**src/rtl/elrl_pkg.sv**
```systemverilog
// Shared types and constants for the escalating lockout rate limiter.
package elrl_pkg;

    localparam int unsigned TimeW    = 32;
    localparam int unsigned FailW    = 16;
    localparam int unsigned RetryW   = 22;
    localparam int unsigned NumCool  = 6;
    localparam int unsigned CoolIdxW = 3;
    localparam int unsigned AddrW    = 5;

    localparam logic [FailW-1:0] FailMax = 16'hFFFF;

    localparam logic [TimeW-1:0] MsRoundUp = 32'd999;
    localparam logic [28:0]      SecRecip  = 29'd274877907;
    localparam int unsigned      SecShift  = 38;
    localparam int unsigned      ProdW     = TimeW + 29;

    localparam logic [TimeW-1:0] IdleResetDefault = 32'd3600000;
    localparam logic [TimeW-1:0] CoolDefault [NumCool] = '{
        32'd0, 32'd0, 32'd10000, 32'd60000, 32'd300000, 32'd1800000
    };

    typedef enum logic [1:0] {
        FUNC_CHECK   = 2'd0,
        FUNC_SUCCESS = 2'd1,
        FUNC_FAILURE = 2'd2
    } t_func;

    typedef enum logic [2:0] {
        REG_IDLE_RESET = 3'd0,
        REG_COOL_1     = 3'd1,
        REG_COOL_2     = 3'd2,
        REG_COOL_3     = 3'd3,
        REG_COOL_4     = 3'd4,
        REG_COOL_5     = 3'd5,
        REG_COOL_CAP   = 3'd6
    } t_reg_idx;

    typedef struct packed {
        logic [TimeW-1:0]               idle_reset_ms;
        logic [NumCool-1:0][TimeW-1:0]  cooldown;
    } t_cfg;

    typedef struct packed {
        logic             verdict;
        logic [TimeW-1:0] wait_ms;
        logic [FailW-1:0] failures;
    } t_mid;

endpackage

```
**src/rtl/escalating_lockout_rate_limiter_unit.sv**
```systemverilog
// Top level of the escalating lockout rate limiter.
// Takes one request (a check, success or failure event with its millisecond
// time) per clock and returns one result per request, in order. The request is
// captured in an input register, the state update writes a middle register, and
// the seconds conversion multiplier writes the output register, which drives
// m_axis_tvalid. The lockout state is updated as a request moves from the input
// register to the middle register, so a new request is accepted every cycle
// while the output side keeps taking results.
// Configuration registers sit on the APB port at byte address 4*index and
// should be written only while no request is in flight.
module escalating_lockout_rate_limiter_unit (
    input  logic                       i_clk,
    input  logic                       i_rst_n,
    input  logic                       s_axis_tvalid,
    output logic                       s_axis_tready,
    input  logic [31:0]                s_axis_tdata,  // [31:0] now_ms
    input  logic [1:0]                 s_axis_tuser,  // [1:0] func
    output logic                       m_axis_tvalid,
    input  logic                       m_axis_tready,
    output logic [39:0]                m_axis_tdata,  // [0] verdict, [22:1] retry_after_s,
                                                      // [38:23] failures, [39] zero
    input  logic                       psel,
    input  logic                       penable,
    input  logic                       pwrite,
    input  logic [elrl_pkg::AddrW-1:0] paddr,
    input  logic [31:0]                pwdata,
    output logic [31:0]                prdata,
    output logic                       pready
);
    import elrl_pkg::*;

    t_cfg              cfg;
    t_mid              mid;
    logic              mid_valid;
    logic              mid_ready;
    logic              verdict;
    logic [RetryW-1:0] retry_after_s;
    logic [FailW-1:0]  failures;

    elrl_cfg u_cfg (
        .i_clk   (i_clk),
        .i_rst_n (i_rst_n),
        .psel    (psel),
        .penable (penable),
        .pwrite  (pwrite),
        .paddr   (paddr),
        .pwdata  (pwdata),
        .prdata  (prdata),
        .pready  (pready),
        .o_cfg   (cfg)
    );

    elrl_core u_core (
        .i_clk    (i_clk),
        .i_rst_n  (i_rst_n),
        .i_cfg    (cfg),
        .i_valid  (s_axis_tvalid),
        .o_ready  (s_axis_tready),
        .i_func   (s_axis_tuser),
        .i_now_ms (s_axis_tdata),
        .o_valid  (mid_valid),
        .i_ready  (mid_ready),
        .o_mid    (mid)
    );

    elrl_sec_div u_div (
        .i_clk           (i_clk),
        .i_rst_n         (i_rst_n),
        .i_valid         (mid_valid),
        .o_ready         (mid_ready),
        .i_mid           (mid),
        .o_valid         (m_axis_tvalid),
        .i_ready         (m_axis_tready),
        .o_verdict       (verdict),
        .o_retry_after_s (retry_after_s),
        .o_failures      (failures)
    );

    assign m_axis_tdata = {1'b0, failures, retry_after_s, verdict};

endmodule

```
**src/rtl/elrl_cfg.sv**
```systemverilog
// APB register file holding the idle threshold and the cooldown table.
module elrl_cfg (
    input  logic                      i_clk,
    input  logic                      i_rst_n,
    input  logic                      psel,
    input  logic                      penable,
    input  logic                      pwrite,
    input  logic [elrl_pkg::AddrW-1:0] paddr,
    input  logic [31:0]               pwdata,
    output logic [31:0]               prdata,
    output logic                      pready,
    output elrl_pkg::t_cfg            o_cfg
);
    import elrl_pkg::*;

    t_cfg       r_cfg;
    t_reg_idx   idx;
    logic       wr_en;

    assign pready = 1'b1;
    assign idx    = t_reg_idx'(paddr[AddrW-1:2]);
    assign wr_en  = psel && penable && pwrite && pready;
    assign o_cfg  = r_cfg;

    always_ff @(posedge i_clk) begin
        if (!i_rst_n) begin
            r_cfg.idle_reset_ms <= IdleResetDefault;
            for (int i = 0; i < NumCool; i++) begin
                r_cfg.cooldown[i] <= CoolDefault[i];
            end
        end else if (wr_en) begin
            unique case (idx)
                REG_IDLE_RESET: r_cfg.idle_reset_ms <= pwdata;
                REG_COOL_1:     r_cfg.cooldown[0]   <= pwdata;
                REG_COOL_2:     r_cfg.cooldown[1]   <= pwdata;
                REG_COOL_3:     r_cfg.cooldown[2]   <= pwdata;
                REG_COOL_4:     r_cfg.cooldown[3]   <= pwdata;
                REG_COOL_5:     r_cfg.cooldown[4]   <= pwdata;
                REG_COOL_CAP:   r_cfg.cooldown[5]   <= pwdata;
                default: ;
            endcase
        end
    end

    always_comb begin
        unique case (idx)
            REG_IDLE_RESET: prdata = r_cfg.idle_reset_ms;
            REG_COOL_1:     prdata = r_cfg.cooldown[0];
            REG_COOL_2:     prdata = r_cfg.cooldown[1];
            REG_COOL_3:     prdata = r_cfg.cooldown[2];
            REG_COOL_4:     prdata = r_cfg.cooldown[3];
            REG_COOL_5:     prdata = r_cfg.cooldown[4];
            REG_COOL_CAP:   prdata = r_cfg.cooldown[5];
            default:        prdata = '0;
        endcase
    end

endmodule

```
**src/rtl/elrl_core.sv**
```systemverilog
// Input register, lockout state and per-event update into the middle register.
module elrl_core (
    input  logic                       i_clk,
    input  logic                       i_rst_n,
    input  elrl_pkg::t_cfg             i_cfg,
    input  logic                       i_valid,
    output logic                       o_ready,
    input  logic [1:0]                 i_func,
    input  logic [elrl_pkg::TimeW-1:0] i_now_ms,
    output logic                       o_valid,
    input  logic                       i_ready,
    output elrl_pkg::t_mid             o_mid
);
    import elrl_pkg::*;

    logic              r_in_v;
    t_func             r_func;
    logic [TimeW-1:0]  r_now;

    logic [FailW-1:0]  r_total, n_total;
    logic [TimeW-1:0]  r_end, n_end;
    logic [TimeW-1:0]  r_lft, n_lft;

    logic              r_mid_v;
    t_mid              r_mid;

    logic              mid_ready;
    logic              step;
    logic              verdict;
    logic [FailW-1:0]  inc;
    logic [CoolIdxW-1:0] cool_idx;
    logic [TimeW-1:0]  cd;
    logic [TimeW-1:0]  arm_sum;
    logic [TimeW-1:0]  d_old;
    logic [TimeW-1:0]  d_new;
    logic              run_old;
    logic              run_new;
    logic              idle_hit;

    assign mid_ready = !r_mid_v || i_ready;
    assign o_ready   = !r_in_v || mid_ready;
    assign step      = r_in_v && mid_ready;
    assign o_valid   = r_mid_v;
    assign o_mid     = r_mid;

    always_ff @(posedge i_clk) begin
        if (!i_rst_n) begin
            r_in_v <= 1'b0;
        end else if (o_ready) begin
            r_in_v <= i_valid;
        end
    end

    always_ff @(posedge i_clk) begin
        if (o_ready && i_valid) begin
            r_func <= t_func'(i_func);
            r_now  <= i_now_ms;
        end
    end

    assign inc      = (r_total == FailMax) ? r_total : r_total + 1'b1;
    assign cool_idx = (inc > FailW'(NumCool)) ? CoolIdxW'(NumCool - 1)
                                              : CoolIdxW'(inc - 1'b1);
    assign cd       = i_cfg.cooldown[cool_idx];
    assign arm_sum  = r_now + cd;
    assign d_old    = r_end - r_now;
    assign run_old  = (r_end != '0) && (d_old != '0) && !d_old[TimeW-1];
    assign idle_hit = (r_end == '0) && (r_lft != '0)
                      && ((r_now - r_lft) >= i_cfg.idle_reset_ms);

    always_comb begin
        n_total = r_total;
        n_end   = r_end;
        n_lft   = r_lft;
        verdict = 1'b0;
        case (r_func)
            FUNC_CHECK: begin
                if (idle_hit) begin
                    n_total = '0;
                end
                if (r_end != '0) begin
                    if (run_old) begin
                        verdict = 1'b1;
                    end else begin
                        n_end = '0;
                    end
                end
            end
            FUNC_SUCCESS: begin
                n_total = '0;
                n_end   = '0;
            end
            FUNC_FAILURE: begin
                n_lft   = r_now;
                n_total = inc;
                if (cd != '0) begin
                    n_end = (arm_sum == '0) ? TimeW'(1) : arm_sum;
                end
            end
            default: ;
        endcase
    end

    assign d_new   = n_end - r_now;
    assign run_new = (n_end != '0) && (d_new != '0) && !d_new[TimeW-1];

    always_ff @(posedge i_clk) begin
        if (!i_rst_n) begin
            r_total <= '0;
            r_end   <= '0;
            r_lft   <= '0;
            r_mid_v <= 1'b0;
        end else begin
            if (step) begin
                r_total <= n_total;
                r_end   <= n_end;
                r_lft   <= n_lft;
            end
            if (mid_ready) begin
                r_mid_v <= r_in_v;
            end
        end
    end

    always_ff @(posedge i_clk) begin
        if (step) begin
            r_mid.verdict  <= verdict;
            r_mid.wait_ms  <= run_new ? d_new + MsRoundUp : '0;
            r_mid.failures <= n_total;
        end
    end

endmodule

```
**src/rtl/elrl_sec_div.sv**
```systemverilog
// Millisecond-to-second conversion by reciprocal multiply into the result register.
module elrl_sec_div (
    input  logic                         i_clk,
    input  logic                         i_rst_n,
    input  logic                         i_valid,
    output logic                         o_ready,
    input  elrl_pkg::t_mid               i_mid,
    output logic                         o_valid,
    input  logic                         i_ready,
    output logic                         o_verdict,
    output logic [elrl_pkg::RetryW-1:0]  o_retry_after_s,
    output logic [elrl_pkg::FailW-1:0]   o_failures
);
    import elrl_pkg::*;

    logic              r_valid;
    logic              r_verdict;
    logic [RetryW-1:0] r_retry;
    logic [FailW-1:0]  r_failures;
    logic [ProdW-1:0]  prod;

    assign o_ready = !r_valid || i_ready;
    assign prod    = ProdW'(i_mid.wait_ms) * ProdW'(SecRecip);

    always_ff @(posedge i_clk) begin
        if (!i_rst_n) begin
            r_valid <= 1'b0;
        end else if (o_ready) begin
            r_valid <= i_valid;
        end
    end

    always_ff @(posedge i_clk) begin
        if (o_ready && i_valid) begin
            r_verdict  <= i_mid.verdict;
            r_retry    <= prod[SecShift +: RetryW];
            r_failures <= i_mid.failures;
        end
    end

    assign o_valid         = r_valid;
    assign o_verdict       = r_verdict;
    assign o_retry_after_s = r_retry;
    assign o_failures      = r_failures;

endmodule
```
**config.mk**
```make
export PLATFORM = sky130hd
export DESIGN_NAME = escalating_lockout_rate_limiter_unit
export DESIGN_NICKNAME = d
export VERILOG_FILES = /design/src/rtl/elrl_pkg.sv /design/src/rtl/escalating_lockout_rate_limiter_unit.sv /design/src/rtl/elrl_cfg.sv /design/src/rtl/elrl_core.sv /design/src/rtl/elrl_sec_div.sv
export SDC_FILE = /design/constraint.sdc
export NUM_CORES = 2
export LEC_CHECK = 0
export BUFFER_PORTS_ARGS = -buffer_cell sky130_fd_sc_hd__buf_4
export CORE_MARGIN = 1.5
export CORE_UTILIZATION = 30
export CTS_BUF_LIST = sky130_fd_sc_hd__clkbuf_16
export DETAILED_ROUTE_END_ITERATION = 8
export SLEW_MARGIN = 20
export SYNTH_ARGS = -nofsm -noshare
export SYNTH_HDL_FRONTEND = slang
export SYNTH_HIERARCHICAL = 1
export SYNTH_SLANG_ARGS = --single-unit
```
**constraint.sdc**
```tcl
create_clock -name i_clk -period 16.8 [get_ports i_clk]
set_clock_uncertainty 0.2 [all_clocks]
set_input_delay 3.36 -clock i_clk [delete_from_list [all_inputs] [get_ports i_clk]]
set_output_delay 3.36 -clock i_clk [all_outputs]
set_load 0.005 [all_outputs]
```
==> flow_summary.toml <==
[cts]
post_cts_resized = 0
clock_sinks = 429
cts_buffer_depth = 3
cts_buffers = 50
cts_hold_buffers = 0
postCtsSetupBuffers = 0
clock-root-buffer = "clkbuf_16"
clk_transition_reported_paths_ns = 0.06
h-tree-depth = 2
tritoncts = "built"
clock_latency_ns = 0.67

[grt]
grt_antenna_before_repair = 3
grt_pass1_wl_um = 198000
grt_overflow_total = 0
grt_pass1_vias = 34100
grtUsageTotal_pct = 17.4
grt_start_max_net_pins = 107

[finish]
nFillCells = 14700
fin_nets = 5669
drive_gt1_share_pct = 8.20
area_delta_synth_final_pct = 10.6

[critical_path]
crit_path_start = "u_core/r_total[0]"
cp.arrival_ns = 14.09
cpMostUsedCell = "buf_4"
end_kind = "flip-flop"
path_class = "reg2reg"
crit_path_max_fanout = 34
startpoint_type = "flip-flop"
cp_slowest_stage_delay_ns = 0.89
cpMaxStageDelayCell = "or3_2"
r2r-start = "u_core/r_total[0]"
required_ns = 16.98

[timing]
setup_tns_ns = 0
fmaxAchievable_mhz = 71.9
finalHoldViolCount = 0
period_share_pct = 82.8
rsz0062_at_grt = "false"
setup_viol = 0
tightestPinTransition_ns = 1.19
maxSlewViolCount = 0
max_slew_margin_pct = 20.5
finalCriticalPeriod_ns = 13.91

[routing]
drt-initial-drc-count = 2240
drt_wl_total_um = 128000
dr.pass1.iters = 5
via_count = 33800
detail-route-antenna-nets = 0
vias_per_cell = 5.07
drc = 0
wire_per_inst_um = 19.2

[floorplan]
die_h_um = 380
dieArea_um2 = 144000
io_pins = 153
rows = 138
dieWidth_um = 380
coreArea_um2 = 141000
initial_core_util_pct = 30.2

[run]
cap_violations = 0

[synthesis]
synthTopCellsByArea = "ha_1 (16%), dfxtp_1 (14%), fa_1 (14%), edfxtp_1 (8.6%), mux2i_1 (6.6%)"
yosys.area.top_type = "ha_1"
syn-cell-area_um2 = 42600
synth_async_sr_flop_share_pct = 0
syn-mean-instance-area_um2 = 9.08
syn_nets = 5618
synth_top_area_share_pct = 16.1
yosysWarnings = 6
synth.distinct_cells = 112
ys_ff_latch = 429
syn_inst = 4689
synth_flop_cell = "dfxtp_1"
yosysSeqAreaShare_pct = 23.0
synth_edf_count = 122

[place]
post-dp-hpwl_um = 97100
numPortBuffers = 148
place_congestion = 0.894

[run_status]
status = "finished clean"

[worst_hold_path]
hp-start = "u_core/o_mid[6]"
hp-class = "reg2reg"
==> path summary, 6_finish.rpt <==
kind | cells after the start | end | slack, ns
max | 46 | u_core/o_mid[42] | 2.89
min | 0 | u_div/o_failures[6] | 0.22
max reg2reg | 46 | u_core/o_mid[42] | 2.89
min reg2reg | 0 | u_div/o_failures[6] | 0.22
==> critical path: cells and delay by family, from the launching register on <==
family	cells	cell delay [ns]
buffers and inverters	6	1.57
XOR/XNOR	3	0.51
flip-flops	1	0.52
AO/OA/AOI/OAI	11	3.42
AND/OR/NAND/NOR	21	5.76
adder cells (fa/ha/maj)	5	1.59
==> flip-flops by register name, summed over array words and instances, names as in the netlist, 2 cells and up <==
name / count
u_core/r_total: 16
u_core/r_end: 32
u_core/r_now: 32
u_core/r_lft: 32
u_core/r_func: 2
u_cfg/o_cfg: 224
u_div/o_retry_after_s: 22
u_core/o_mid: 49
u_div/o_failures: 16
==> cell usage in the layout, fill, tap and decap left out, types with 33 or more instances in the layout <==
cell type and n:
inv_1 737, ha_1 548, nand2_1 522, dfxtp_1 307, fa_1 302, mux2i_1 279, a21oi_1 229, nor2_1 186
buf_4 180, o21ai_0 123, edfxtp_1 122, xnor2_1 99, nor3_1 93, nand3_1 75, o211ai_1 69, nor2b_1 61
a21o_1 54, clkbuf_16 53, xor2_1 47, nand4_1 40, a31oi_1 35, nor4_1 33
==> metal layers <==
layer  vias to the layer above  track usage, %  share of wire (%)
li1                      16200               -                  -
met1                     16400            23.3                 45
met2                       976            29.3                 47
met3                       204            2.02                5.4
met4                         0            5.41                3.1
met5                         -               0                  0
==> area by class of cell <==
class                      instances  area, um^2  area share, %
multi-input combinational       3348       29100           61.8
sequential                       429        9810           20.8
inverter                         730        2740           5.82
tap                             1890        2360           5.02
timing repair buffer             181        1370           2.90
clock buffer                      53        1330           2.82
clock inverter                    38         363          0.770
antenna                            1        2.50        0.00531
==> kinds of logic (layout without fill, tap and decap cells) <==
group	count (synthesis)	in the layout	share of synthesized area (%)
other	2	3	0.0176
buffers and inverters	912	1002	8.69
flip-flops	429	429	23.0
AO/OA/AOI/OAI	846	846	13.7
XOR/XNOR	147	147	3.02
multiplexers	303	303	7.46
adder cells (fa/ha/maj)	851	851	30.3
AND/OR/NAND/NOR	1199	1199	13.7
==> per-stage QoR <==
| stage | cell area [um^2] | hold slack [ns] | std cells | util, % | setup WS (ns) |
|---|---|---|---|---|---|
| after global placement | 45400 | 0.207 | 6578 | 32.1 | 2.90 |
| after CTS | 47100 | 0.222 | 6669 | 33.3 | 2.78 |
| after global routing | 47100 | 0.227 | 6670 | 33.3 | 1.94 |
| after floorplan | 42600 | 0.200 | 4689 | - | 5.28 |
| final | 47100 | 0.219 | 6670 | 33.3 | 2.89 |
| after detailed placement | 45400 | 0.208 | 6578 | 32.1 | 2.82 |
==> Yosys cell counts (all sizes together) (41+ instances only) <==
master and n:
a21o 54, a21oi 230, buf 86, clkbuf 95
dfxtp 307, edfxtp 122, fa 302, ha 549
inv 729, mux2i 279, nand2 523, nand3 78
nand4 41, nor2 221, nor2b 62, nor3 96
o211ai 69, o21ai 126, xnor2 100, xor2 47
Power is left out: the tool's default activity adds up to more than one toggle a clock period on the data nets, which glitch-free logic cannot reach.
